$ cat src/nise_pkg.sv
package nise_pkg;

    localparam int NEIGHBOR_SLOTS = 8;
    localparam int SET_SLOTS      = 16;
    localparam int MIN_DEGREE     = 3;
    localparam int NB_W           = $clog2(NEIGHBOR_SLOTS);
    localparam int CNT_W          = $clog2(NEIGHBOR_SLOTS + 1);
    localparam int SET_AW         = $clog2(SET_SLOTS);
    localparam int SET_CW         = $clog2(SET_SLOTS + 1);
    localparam int WT_W           = 32;
    localparam int SUM_W          = 35;
    localparam logic [SUM_W-1:0] SUM_MAX = {SUM_W{1'b1}};

    localparam logic [1:0] ST_SET      = 2'd0;
    localparam logic [1:0] ST_DONE     = 2'd1;
    localparam logic [1:0] ST_TOO_MANY = 2'd2;
    localparam logic [1:0] ST_DEGREE   = 2'd3;

    localparam logic CFG_MAX_DEGREE = 1'b0;
    localparam logic CFG_MAX_SETS   = 1'b1;

    // controller to datapath
    typedef struct packed {
        logic load;
        logic srch_start;
        logic srch_step;
        logic emit_load;
        logic emit_next;
        logic clear;
    } t_cmd;

    // datapath to controller
    typedef struct packed {
        logic leaf_done;
        logic abort;
        logic emit_last;
        logic sets_zero;
    } t_sts;

endpackage

$ cat src/nise_if.sv
interface nise_in_if;
    logic                        valid;
    logic                        ready;
    logic [nise_pkg::WT_W-1:0]   neighbor_weight;
    logic [7:0]                  adjacency_row;
    logic [nise_pkg::WT_W-1:0]   center_weight;
    logic                        last;
    modport source (output valid, neighbor_weight, adjacency_row, center_weight, last,
                    input ready);
    modport sink (input valid, neighbor_weight, adjacency_row, center_weight, last,
                  output ready);
endinterface

interface nise_out_if;
    logic                         valid;
    logic                         ready;
    logic [1:0]                   status;
    logic [7:0]                   set_mask;
    logic [nise_pkg::SUM_W-1:0]   set_weight;
    logic [4:0]                   set_count;
    logic                         end_of_run;
    modport source (output valid, status, set_mask, set_weight, set_count, end_of_run,
                    input ready);
    modport sink (input valid, status, set_mask, set_weight, set_count, end_of_run,
                  output ready);
endinterface

interface nise_cfg_if;
    logic        valid;
    logic        ready;
    logic        index;
    logic [4:0]  data;
    modport source (output valid, index, data, input ready);
    modport sink (input valid, index, data, output ready);
endinterface

$ cat src/nise_ram.sv
module nise_ram #(
    parameter int WIDTH = 8,
    parameter int DEPTH = 16
) (
    input  logic                     i_clk,
    input  logic                     i_we,
    input  logic [$clog2(DEPTH)-1:0] i_waddr,
    input  logic [WIDTH-1:0]         i_wdata,
    input  logic [$clog2(DEPTH)-1:0] i_raddr,
    output logic [WIDTH-1:0]         o_rdata
);
    logic [WIDTH-1:0] r_mem [DEPTH];
    logic [WIDTH-1:0] r_rdata;

    always_ff @(posedge i_clk) begin
        if (i_we) r_mem[i_waddr] <= i_wdata;
        r_rdata <= r_mem[i_raddr];
    end
    assign o_rdata = r_rdata;
endmodule

$ cat src/nise_datapath.sv
// depth-first search as an explicit stack of per-level branch marks;
// one tree node per cycle, leaf weight accumulated along the path
module nise_datapath (
    input  logic                          i_clk,
    input  logic                          i_rst_n,
    input  nise_pkg::t_cmd                i_cmd,
    input  logic [nise_pkg::WT_W-1:0]     i_weight,
    input  logic [7:0]                    i_adj,
    input  logic [nise_pkg::WT_W-1:0]     i_center,
    input  logic [nise_pkg::SET_CW-1:0]   i_limit,
    output nise_pkg::t_sts                o_sts,
    output logic [nise_pkg::CNT_W-1:0]    o_degree,
    output logic                          o_overflow,
    output logic [7:0]                    o_mask,
    output logic [nise_pkg::SUM_W-1:0]    o_weight,
    output logic [4:0]                    o_count
);
    localparam int N = nise_pkg::NEIGHBOR_SLOTS;

    logic [nise_pkg::WT_W-1:0]  r_wt [N];
    logic [N-1:0]               r_adj [N];
    logic [nise_pkg::CNT_W-1:0] r_cnt;
    logic                       r_ovf;
    logic [nise_pkg::WT_W-1:0]  r_center;

    // per level: chosen set, blocked set, cost on entry, and branch mark
    logic [N-1:0]               r_ch  [N+1];
    logic [N-1:0]               r_bl  [N+1];
    logic [nise_pkg::SUM_W-1:0] r_cs  [N+1];
    logic [N-1:0]               r_mark;
    logic [nise_pkg::CNT_W-1:0] r_pos;
    logic                       r_leaf_done;
    logic                       r_abort;
    logic [nise_pkg::SET_CW-1:0] r_found;
    logic [nise_pkg::SET_CW-1:0] r_rd;

    logic [nise_pkg::NB_W-1:0]  pos_i;
    logic [N-1:0]               adj_m;
    logic [nise_pkg::SUM_W:0]   sum_w;
    logic [nise_pkg::SUM_W-1:0] inc_cs;
    logic [N-1:0]               leaf_ch;
    logic [nise_pkg::SUM_W-1:0] leaf_cs;
    logic                       at_leaf;
    logic                       qual;
    logic                       bt_found;
    logic [nise_pkg::CNT_W-1:0] bt_lvl;
    logic                       we;
    logic [nise_pkg::SET_AW-1:0] rd_a;

    assign pos_i   = r_pos[nise_pkg::NB_W-1:0];
    assign at_leaf = (r_pos == r_cnt);
    assign leaf_ch = r_ch[r_pos];
    assign leaf_cs = r_cs[r_pos];
    assign qual    = at_leaf && (leaf_cs > {3'b0, r_center});
    assign sum_w   = {1'b0, r_cs[r_pos]} + {4'b0, r_wt[pos_i]};
    assign inc_cs  = sum_w[nise_pkg::SUM_W] ? nise_pkg::SUM_MAX
                                            : sum_w[nise_pkg::SUM_W-1:0];
    assign we      = i_cmd.srch_step && qual && (r_found < i_limit);

    // deepest level whose include branch is open: go take its exclude branch
    always_comb begin
        bt_found = 1'b0;
        bt_lvl   = '0;
        for (int k = 0; k < N; k++) begin
            if (k < r_cnt && r_mark[k]) begin
                bt_found = 1'b1;
                bt_lvl   = nise_pkg::CNT_W'(k);
            end
        end
    end

    always_comb begin
        adj_m = '0;
        for (int k = 0; k < N; k++) adj_m[k] = (k < r_cnt) && r_adj[pos_i][k];
    end

    always_ff @(posedge i_clk) begin
        if (i_cmd.load && r_cnt < nise_pkg::CNT_W'(N)) begin
            r_wt[r_cnt[nise_pkg::NB_W-1:0]]  <= i_weight;
            r_adj[r_cnt[nise_pkg::NB_W-1:0]] <= i_adj[N-1:0];
        end
        if (i_cmd.load) r_center <= i_center;
        if (i_cmd.srch_start) begin
            r_ch[0] <= '0;
            r_bl[0] <= '0;
            r_cs[0] <= '0;
        end else if (i_cmd.srch_step && !at_leaf) begin
            if (r_bl[r_pos][pos_i]) begin
                r_ch[r_pos+1'b1] <= r_ch[r_pos];
                r_bl[r_pos+1'b1] <= r_bl[r_pos];
                r_cs[r_pos+1'b1] <= r_cs[r_pos];
            end else begin
                r_ch[r_pos+1'b1] <= r_ch[r_pos] | (N'(1) << pos_i);
                r_bl[r_pos+1'b1] <= r_bl[r_pos] | adj_m;
                r_cs[r_pos+1'b1] <= inc_cs;
            end
        end else if (i_cmd.srch_step && at_leaf && bt_found) begin
            r_ch[bt_lvl+1'b1] <= r_ch[bt_lvl];
            r_bl[bt_lvl+1'b1] <= r_bl[bt_lvl];
            r_cs[bt_lvl+1'b1] <= r_cs[bt_lvl];
        end
    end

    always_ff @(posedge i_clk) begin
        if (!i_rst_n || i_cmd.clear) begin
            r_cnt <= '0;
            r_ovf <= 1'b0;
            r_mark <= '0;
            r_pos <= '0;
            r_leaf_done <= 1'b0;
            r_abort <= 1'b0;
            r_found <= '0;
            r_rd <= '0;
        end else begin
            if (i_cmd.load) begin
                if (r_cnt < nise_pkg::CNT_W'(N)) r_cnt <= r_cnt + 1'b1;
                else r_ovf <= 1'b1;
            end
            if (i_cmd.srch_start) begin
                r_pos <= '0;
                r_mark <= '0;
            end else if (i_cmd.srch_step) begin
                if (!at_leaf) begin
                    if (!r_bl[r_pos][pos_i]) r_mark[pos_i] <= 1'b1;
                    r_pos <= r_pos + 1'b1;
                end else begin
                    if (qual) begin
                        if (r_found < i_limit) r_found <= r_found + 1'b1;
                        else r_abort <= 1'b1;
                    end
                    if (!bt_found || (qual && r_found >= i_limit)) begin
                        r_leaf_done <= 1'b1;
                    end else begin
                        r_mark[bt_lvl[nise_pkg::NB_W-1:0]] <= 1'b0;
                        r_pos <= bt_lvl + 1'b1;
                    end
                end
            end
            if (i_cmd.emit_load) r_rd <= nise_pkg::SET_CW'(1);
            else if (i_cmd.emit_next) r_rd <= r_rd + 1'b1;
        end
    end

    // r_rd points one past the set on show: step ahead only when the request
    // is taken, otherwise keep re-reading the set on show
    assign rd_a = i_cmd.emit_load ? '0
                : i_cmd.emit_next ? r_rd[nise_pkg::SET_AW-1:0]
                : r_rd[nise_pkg::SET_AW-1:0] - 1'b1;

    nise_ram #(.WIDTH(N), .DEPTH(nise_pkg::SET_SLOTS)) u_mask_ram (
        .i_clk(i_clk), .i_we(we), .i_waddr(r_found[nise_pkg::SET_AW-1:0]),
        .i_wdata(leaf_ch), .i_raddr(rd_a), .o_rdata(o_mask)
    );
    nise_ram #(.WIDTH(nise_pkg::SUM_W), .DEPTH(nise_pkg::SET_SLOTS)) u_wt_ram (
        .i_clk(i_clk), .i_we(we), .i_waddr(r_found[nise_pkg::SET_AW-1:0]),
        .i_wdata(leaf_cs), .i_raddr(rd_a), .o_rdata(o_weight)
    );

    assign o_sts.leaf_done = r_leaf_done;
    assign o_sts.abort     = r_abort;
    assign o_sts.emit_last = (r_rd >= r_found);
    assign o_sts.sets_zero = (r_found == '0);
    assign o_degree   = r_cnt;
    assign o_overflow = r_ovf;
    assign o_count    = 5'(r_found);
endmodule

$ cat src/nise_ctrl.sv
module nise_ctrl (
    input  logic                          i_clk,
    input  logic                          i_rst_n,
    input  logic                          i_in_valid,
    input  logic                          i_in_last,
    output logic                          o_in_ready,
    input  logic                          i_out_ready,
    output logic                          o_out_valid,
    output logic                          o_out_final,
    output logic [1:0]                    o_out_status,
    input  logic [3:0]                    i_max_degree,
    input  nise_pkg::t_sts                i_sts,
    input  logic [nise_pkg::CNT_W-1:0]    i_degree,
    input  logic                          i_overflow,
    output nise_pkg::t_cmd                o_cmd
);
    typedef enum logic [5:0] {
        S_LOAD   = 6'b000001,
        S_CHECK  = 6'b000010,
        S_SEARCH = 6'b000100,
        S_PRIME  = 6'b001000,
        S_EMIT   = 6'b010000,
        S_STATUS = 6'b100000
    } t_state;

    t_state     r_state, n_state;
    logic [1:0] r_status, n_status;
    logic       acc, take, bad;

    assign acc  = i_in_valid && o_in_ready;
    assign take = o_out_valid && i_out_ready;
    assign bad  = i_overflow || i_degree < nise_pkg::CNT_W'(nise_pkg::MIN_DEGREE)
                  || 5'(i_degree) > {1'b0, i_max_degree};

    always_comb begin
        n_state  = r_state;
        n_status = r_status;
        o_cmd    = '0;
        o_in_ready   = 1'b0;
        o_out_valid  = 1'b0;
        o_out_final  = 1'b0;
        unique case (r_state)
            S_LOAD: begin
                o_in_ready = 1'b1;
                o_cmd.load = acc;
                if (acc && i_in_last) n_state = S_CHECK;
            end
            S_CHECK: begin
                if (bad) begin
                    n_status = nise_pkg::ST_DEGREE;
                    n_state  = S_STATUS;
                end else begin
                    o_cmd.srch_start = 1'b1;
                    n_state = S_SEARCH;
                end
            end
            S_SEARCH: begin
                o_cmd.srch_step = !i_sts.leaf_done;
                if (i_sts.leaf_done) n_state = S_PRIME;
            end
            S_PRIME: begin
                if (i_sts.abort) begin
                    n_status = nise_pkg::ST_TOO_MANY;
                    n_state  = S_STATUS;
                end else if (i_sts.sets_zero) begin
                    n_status = nise_pkg::ST_DONE;
                    n_state  = S_STATUS;
                end else begin
                    o_cmd.emit_load = 1'b1;
                    n_state = S_EMIT;
                end
            end
            S_EMIT: begin
                o_out_valid = 1'b1;
                if (take) begin
                    o_cmd.emit_next = 1'b1;
                    if (i_sts.emit_last) begin
                        n_status = nise_pkg::ST_DONE;
                        n_state  = S_STATUS;
                    end
                end
            end
            S_STATUS: begin
                o_out_valid = 1'b1;
                o_out_final = 1'b1;
                if (take) begin
                    o_cmd.clear = 1'b1;
                    n_state = S_LOAD;
                end
            end
            default: n_state = S_LOAD;
        endcase
    end

    assign o_out_status = o_out_final ? r_status : nise_pkg::ST_SET;

    always_ff @(posedge i_clk) begin
        if (!i_rst_n) begin
            r_state  <= S_LOAD;
            r_status <= nise_pkg::ST_DONE;
        end else begin
            r_state  <= n_state;
            r_status <= n_status;
        end
    end
endmodule

$ cat src/neighborhood_independent_set_enum.sv
// Loads one neighbour per request; the request with last set also brings the
// centre weight and, if the degree check passes, starts a depth-first search
// that visits one tree node per cycle. Unless the set limit is hit, stored sets
// are then sent one per cycle while the sink is ready, from a registered set
// memory, followed by the status request; a new neighbourhood is accepted once
// the status has been taken.
module neighborhood_independent_set_enum (
    input  logic       i_clk,
    input  logic       i_rst_n,
    nise_in_if.sink    in_ch,
    nise_out_if.source out_ch,
    nise_cfg_if.sink   cfg_ch
);
    logic [3:0]                 r_max_degree;
    logic [4:0]                 r_max_sets;
    logic [nise_pkg::SET_CW-1:0] limit;
    nise_pkg::t_cmd             cmd;
    nise_pkg::t_sts             sts;
    logic [nise_pkg::CNT_W-1:0] degree;
    logic                       ovf;
    logic                       out_final;
    logic [7:0]                 d_mask;
    logic [nise_pkg::SUM_W-1:0] d_weight;
    logic [4:0]                 d_count;
    logic [7:0]                 adj_in;

    assign cfg_ch.ready = 1'b1;
    always_ff @(posedge i_clk) begin
        if (!i_rst_n) begin
            r_max_degree <= 4'd8;
            r_max_sets   <= 5'd16;
        end else if (cfg_ch.valid) begin
            case (cfg_ch.index)
                nise_pkg::CFG_MAX_DEGREE: r_max_degree <= cfg_ch.data[3:0];
                default:                  r_max_sets   <= cfg_ch.data;
            endcase
        end
    end

    assign limit = (6'(r_max_sets) < 6'(nise_pkg::SET_SLOTS))
                   ? nise_pkg::SET_CW'(r_max_sets) : nise_pkg::SET_CW'(nise_pkg::SET_SLOTS);
    assign adj_in = in_ch.adjacency_row;

    nise_ctrl u_ctrl (
        .i_clk(i_clk), .i_rst_n(i_rst_n),
        .i_in_valid(in_ch.valid), .i_in_last(in_ch.last), .o_in_ready(in_ch.ready),
        .i_out_ready(out_ch.ready), .o_out_valid(out_ch.valid), .o_out_final(out_final),
        .o_out_status(out_ch.status), .i_max_degree(r_max_degree),
        .i_sts(sts), .i_degree(degree), .i_overflow(ovf), .o_cmd(cmd)
    );

    nise_datapath u_dp (
        .i_clk(i_clk), .i_rst_n(i_rst_n), .i_cmd(cmd),
        .i_weight(in_ch.neighbor_weight), .i_adj(adj_in), .i_center(in_ch.center_weight),
        .i_limit(limit), .o_sts(sts), .o_degree(degree), .o_overflow(ovf),
        .o_mask(d_mask), .o_weight(d_weight), .o_count(d_count)
    );

    assign out_ch.set_mask   = out_final ? 8'd0 : d_mask;
    assign out_ch.set_weight = out_final ? '0 : d_weight;
    assign out_ch.set_count  = (out_final && out_ch.status != nise_pkg::ST_DEGREE)
                               ? d_count : 5'd0;
    assign out_ch.end_of_run = out_final;
endmodule

$ cat src/flat_wrapper.sv
// flat-port wrapper written by rule: the top's interface ports become plain ports
module neighborhood_independent_set_enum_flat 
  (i_clk, i_rst_n, in_ch_valid, in_ch_neighbor_weight, in_ch_adjacency_row, in_ch_center_weight, in_ch_last, in_ch_ready, out_ch_valid, out_ch_status, out_ch_set_mask, out_ch_set_weight, out_ch_set_count, out_ch_end_of_run, out_ch_ready, cfg_ch_valid, cfg_ch_index, cfg_ch_data, cfg_ch_ready);
  nise_in_if in_ch_i ();
  nise_out_if out_ch_i ();
  nise_cfg_if cfg_ch_i ();
  input  logic i_clk;
  input  logic i_rst_n;
  input wire logic [$bits(in_ch_i.valid)-1:0] in_ch_valid;
  input wire logic [$bits(in_ch_i.neighbor_weight)-1:0] in_ch_neighbor_weight;
  input wire logic [$bits(in_ch_i.adjacency_row)-1:0] in_ch_adjacency_row;
  input wire logic [$bits(in_ch_i.center_weight)-1:0] in_ch_center_weight;
  input wire logic [$bits(in_ch_i.last)-1:0] in_ch_last;
  output wire logic [$bits(in_ch_i.ready)-1:0] in_ch_ready;
  output wire logic [$bits(out_ch_i.valid)-1:0] out_ch_valid;
  output wire logic [$bits(out_ch_i.status)-1:0] out_ch_status;
  output wire logic [$bits(out_ch_i.set_mask)-1:0] out_ch_set_mask;
  output wire logic [$bits(out_ch_i.set_weight)-1:0] out_ch_set_weight;
  output wire logic [$bits(out_ch_i.set_count)-1:0] out_ch_set_count;
  output wire logic [$bits(out_ch_i.end_of_run)-1:0] out_ch_end_of_run;
  input wire logic [$bits(out_ch_i.ready)-1:0] out_ch_ready;
  input wire logic [$bits(cfg_ch_i.valid)-1:0] cfg_ch_valid;
  input wire logic [$bits(cfg_ch_i.index)-1:0] cfg_ch_index;
  input wire logic [$bits(cfg_ch_i.data)-1:0] cfg_ch_data;
  output wire logic [$bits(cfg_ch_i.ready)-1:0] cfg_ch_ready;
  assign in_ch_i.valid = in_ch_valid;
  assign in_ch_i.neighbor_weight = in_ch_neighbor_weight;
  assign in_ch_i.adjacency_row = in_ch_adjacency_row;
  assign in_ch_i.center_weight = in_ch_center_weight;
  assign in_ch_i.last = in_ch_last;
  assign in_ch_ready = in_ch_i.ready;
  assign out_ch_valid = out_ch_i.valid;
  assign out_ch_status = out_ch_i.status;
  assign out_ch_set_mask = out_ch_i.set_mask;
  assign out_ch_set_weight = out_ch_i.set_weight;
  assign out_ch_set_count = out_ch_i.set_count;
  assign out_ch_end_of_run = out_ch_i.end_of_run;
  assign out_ch_i.ready = out_ch_ready;
  assign cfg_ch_i.valid = cfg_ch_valid;
  assign cfg_ch_i.index = cfg_ch_index;
  assign cfg_ch_i.data = cfg_ch_data;
  assign cfg_ch_ready = cfg_ch_i.ready;
  neighborhood_independent_set_enum u_core (.i_clk(i_clk), .i_rst_n(i_rst_n), .in_ch(in_ch_i), .out_ch(out_ch_i), .cfg_ch(cfg_ch_i));
endmodule
$ cat config.mk
export PLATFORM = sky130hd
export DESIGN_NAME = neighborhood_independent_set_enum_flat
export DESIGN_NICKNAME = d
export VERILOG_FILES = /design/src/nise_pkg.sv /design/src/nise_if.sv /design/src/nise_ram.sv /design/src/nise_datapath.sv /design/src/nise_ctrl.sv /design/src/neighborhood_independent_set_enum.sv /design/src/flat_wrapper.sv
export SDC_FILE = /design/constraint.sdc
export NUM_CORES = 2
export LEC_CHECK = 0
export ABC_CLOCK_PERIOD_IN_PS = 11700
export BUFFER_PORTS_ARGS = -buffer_cell sky130_fd_sc_hd__clkbuf_2
export CAP_MARGIN = 15
export CORE_UTILIZATION = 40
export DETAILED_ROUTE_END_ITERATION = 6
export PLACE_DENSITY = 0.64
export SYNTH_ARGS = -nofsm -noshare
export SYNTH_HDL_FRONTEND = slang
export SYNTH_SLANG_ARGS = --single-unit
$ cat constraint.sdc
create_clock -name i_clk -period 11.7 [get_ports i_clk]
set_input_delay 3.51 -clock i_clk [delete_from_list [all_inputs] [get_ports i_clk]]
set_output_delay 3.51 -clock i_clk [all_outputs]
set_load 0.02 [all_outputs]
==> flow_summary_export.csv <==
group,metric,value,unit
global_route,grt_max_degree,227,
cells_and_area,final_area,76800,um^2
drt,drt-total-wl,186000,um
timing,rsz0062_at_grt,"no",
synthesis,synth_warnings,0,
global_route,antenna_found_initial,3,
power,cellLeakagePower,22.9,nW
timing,post-route-period-util,0.613,
power,total_power,11.5,mW
drt,vias,42768,
drt,via_per_inst,5.91,
status,status,"finished clean",
synthesis,ys_ff_latch,1592,
power,p_int,9.08,mW
timing,hold_viol,0,
worst_setup_path,crit_chain,"buf_4 > mux4_2 > mux2i_1 > o21ai_2 > ha_1 > nand2_1 > nor3_1 > nand2_1 > o311ai_0 > o21ai_1 > a211oi_1 > nand2_1 > nor2_4 > buf_4",
floorplanning,die_w,416,um
global_route,first_global_vias,42250,
placed_design,dp_hpwl,103000,um
timing,drv_slew,0,
drt,drc,0,
cells_and_area,drive_gt1_frac,0.157,
global_route,overflow,0,
synthesis,avgSynthCellArea,14.3,um^2
floorplanning,num_rows,151,
placed_design,dpl-instance-area,71900,um^2
global_route,gr-usage-all-layers,0.212,
clock_network,cts_max_path_buffers,3,
placed_design,gp_congestion,0.885,
synthesis,postSynthCellCount,4796,
clock_network,cts_root_buffer,"clkbuf_16",
clock_network,htree_levels,4,
cells_and_area,syn2layout_area_growth,12.3,%
synthesis,synth_cell_type_count,88,
timing,slew_headroom,0.162,
floorplanning,ios,138,
drt,routedWlPerCell,25.6,um
worst_setup_path,start_kind,"flop",
worst_setup_path,cpLargestDelayFamily,"compound AO/OA/AOI/OAI gates",
power,pwr-share-comb,0.031,
clock_network,clock_latency,0.81,ns
power,p_sw_frac,0.208,
worst_setup_path,slowest_stage,"o21ai_2",
cells_and_area,layout_commonest_cell,"edfxtp_1",
cells_and_area,fin_nets,5070,
worst_setup_path,cpPeakStageDelay,0.88,ns
worst_setup_path,critPathMaxFanout,53,
floorplanning,fp.dieH,416,um
clock_network,tritoncts,"done",
synthesis,synth_edf_count,1499,
timing,finalClockSkew,0.0343,ns
timing,timing.fmax,0.139,GHz
synthesis,synth_flop_cell,"edfxtp_1",
floorplanning,core-area,170000,um^2
worst_setup_path,crit_path_end_kind,"flop",
power,max-vdd-ir-drop,0.165,mV
clock_network,numCtsBuffers,157,
worst_setup_path,critPathArrivalTime,7.59,ns
worst_setup_path,path_class,"flop to flop",
synthesis,synth_area,68400,um^2
min_path,hold_path.class,"flop to flop",
global_route,grt_pass1_wl,273000,um
worst_setup_path,crit_top_cell,"nand2_1",
timing,hold_ws,0.473,ns
timing,fin_crit,7.17,ns
timing,worst_pin_slew,1.26,ns
synthesis,syn-num-nets,4974,
worst_setup_path,worstPathRequired,12.11,ns
timing,setup_viol,0,
power,power.switching,2.38,mW
drt,dr.pass1.iters,5,
placed_design,io_buffers,136,
floorplanning,initial_core_util,0.403,
power,seqPwrFrac,0.543,
clock_network,clock-sinks,1592,
drt,drt_iter0_markers,4689,
power,powerDensity,149,nW/um^2
synthesis,ys_seq_area_frac,0.685,
clock_network,postCtsSetupRepairBufs,0,
worst_setup_path,cp_num_buf_inv,2,
drt,ant_nets,0,
cells_and_area,final_cell_mix,"1499 x edfxtp_1, 709 x nand2_1, 318 x a21oi_1, 236 x a211oi_1, 173 x and2_1",
cells_and_area,instances_no_fill,7239,
clock_network,holdBufCountCts,0,
timing,fin_tns_setup,0,ns
run,cap_violations,0,
synthesis,async_reset_ff_frac,0,
clock_network,ctsResizeCount,0,
floorplanning,die_area,173000,um^2
clock_network,clk_pin_slew,0.06,ns
placed_design,dp.cells,6951,
power,clock_power_share,0.425,
## final timing paths
path / start / end / slack (ns) / depth (start not counted)
worst min-delay path: u_core.r_max_sets[0] / u_core.r_max_sets[0] / 0.47 / 2
worst max-delay path: flop / u_core.u_dp.u_mask_ram.r_mem[8][3] / 4.53 / 14
worst min register to register: u_core.r_max_sets[0] / u_core.r_max_sets[0] / 0.47 / 2
worst max register to register: flop / u_core.u_dp.u_mask_ram.r_mem[8][3] / 4.53 / 14
## synthesized netlist by cell type, types with 28 or more instances
| cell | n | share of area |
|---|---|---|
| a21oi_1 | 318 | 0.023 |
| nand2_1 | 711 | 0.039 |
| and2_0 | 58 | 0.0053 |
| dfxtp_1 | 93 | 0.027 |
| inv_1 | 71 | 0.0039 |
| nor3_1 | 56 | 0.0041 |
| and2_1 | 173 | 0.016 |
| a2111oi_0 | 28 | 0.0036 |
| edfxtp_1 | 1499 | 0.66 |
| o22ai_1 | 28 | 0.0026 |
| o221ai_1 | 32 | 0.0041 |
| a311oi_1 | 86 | 0.011 |
| mux4_2 | 172 | 0.057 |
| ha_1 | 93 | 0.017 |
| mux2_2 | 36 | 0.0059 |
| buf_2 | 77 | 0.0056 |
| clkbuf_1 | 203 | 0.011 |
| nor2_1 | 115 | 0.0063 |
| a211oi_1 | 237 | 0.026 |
| nand3_1 | 34 | 0.0025 |
| mux2i_1 | 82 | 0.012 |
| nor4_1 | 30 | 0.0027 |
| a31oi_1 | 98 | 0.0090 |
| o21ai_0 | 156 | 0.011 |
## registers in the layout, indices dropped and copies added (netlist names), 35 cells and up, named ones only
signal and count:
u_core.u_dp.r_adj 64, u_core.u_dp.r_bl 72, u_core.u_dp.r_ch 72, u_core.u_dp.r_cs 315, u_core.u_dp.r_wt 256, u_core.u_dp.u_mask_ram.r_mem 128, u_core.u_dp.u_wt_ram.o_rdata 35, u_core.u_dp.u_wt_ram.r_mem 560
## power groups by stage
stage	sequential (mW)	clock, mW	combinational, mW
2_1_floorplan	6.34	0	0.209
3_3_place_gp	6.35	0	0.351
3_5_place_dp	6.35	0	0.356
4_1_cts	6.23	4.94	0.358
5_1_grt	6.23	5.15	0.385
6_report	6.23	4.88	0.360
## cells by family after synthesis
family	synth area share
AO/OA/AOI/OAI	0.107
AND/OR/NAND/NOR	0.0840
adder cells (fa/ha/maj)	0.0173
multiplexers	0.0761
XOR/XNOR	0.00563
flip-flops	0.685
other	0.0000548
buffers and inverters	0.0246
## area by class of cell
class / instances / area [um^2]
Sequential cell: 1592 / 46900
Antenna cell: 2 / 5.00
Tap cell: 2218 / 2780
Fill cell: 14796 / 92800
Timing Repair Buffer: 259 / 1660
Multi-Input combinational cell: 2808 / 20300
Clock buffer: 221 / 4300
Inverter: 74 / 278
Clock inverter: 65 / 584
## layer usage
| layer | track usage | routed length [um] |
|---|---|---|
| met4 | 0.0924 | 7450 |
| met2 | 0.348 | 89400 |
| met5 | 0 | 0 |
| met3 | 0.0333 | 14000 |
| met1 | 0.278 | 74700 |
## worst register-to-register path, stage by stage, from the launching register on
cell      delay [ns]
dfxtp_4         0.84
buf_4           0.82
mux4_2          0.40
mux2i_1         0.08
o21ai_2         0.88
ha_1            0.24
nand2_1         0.05
nor3_1          0.28
nand2_1         0.08
o311ai_0        0.48
o21ai_1         0.32
a211oi_1        0.72
nand2_1         0.38
nor2_4          0.56
buf_4           0.61
## metrics by stage
stage,setup slack (ns),util
after floorplan,3.65,-
after global placement,4.74,0.424
after detailed placement,4.55,0.424
after CTS,4.52,0.453
after global routing,4.10,0.453
final,4.53,0.453
Power figures use the tool's default switching activity.
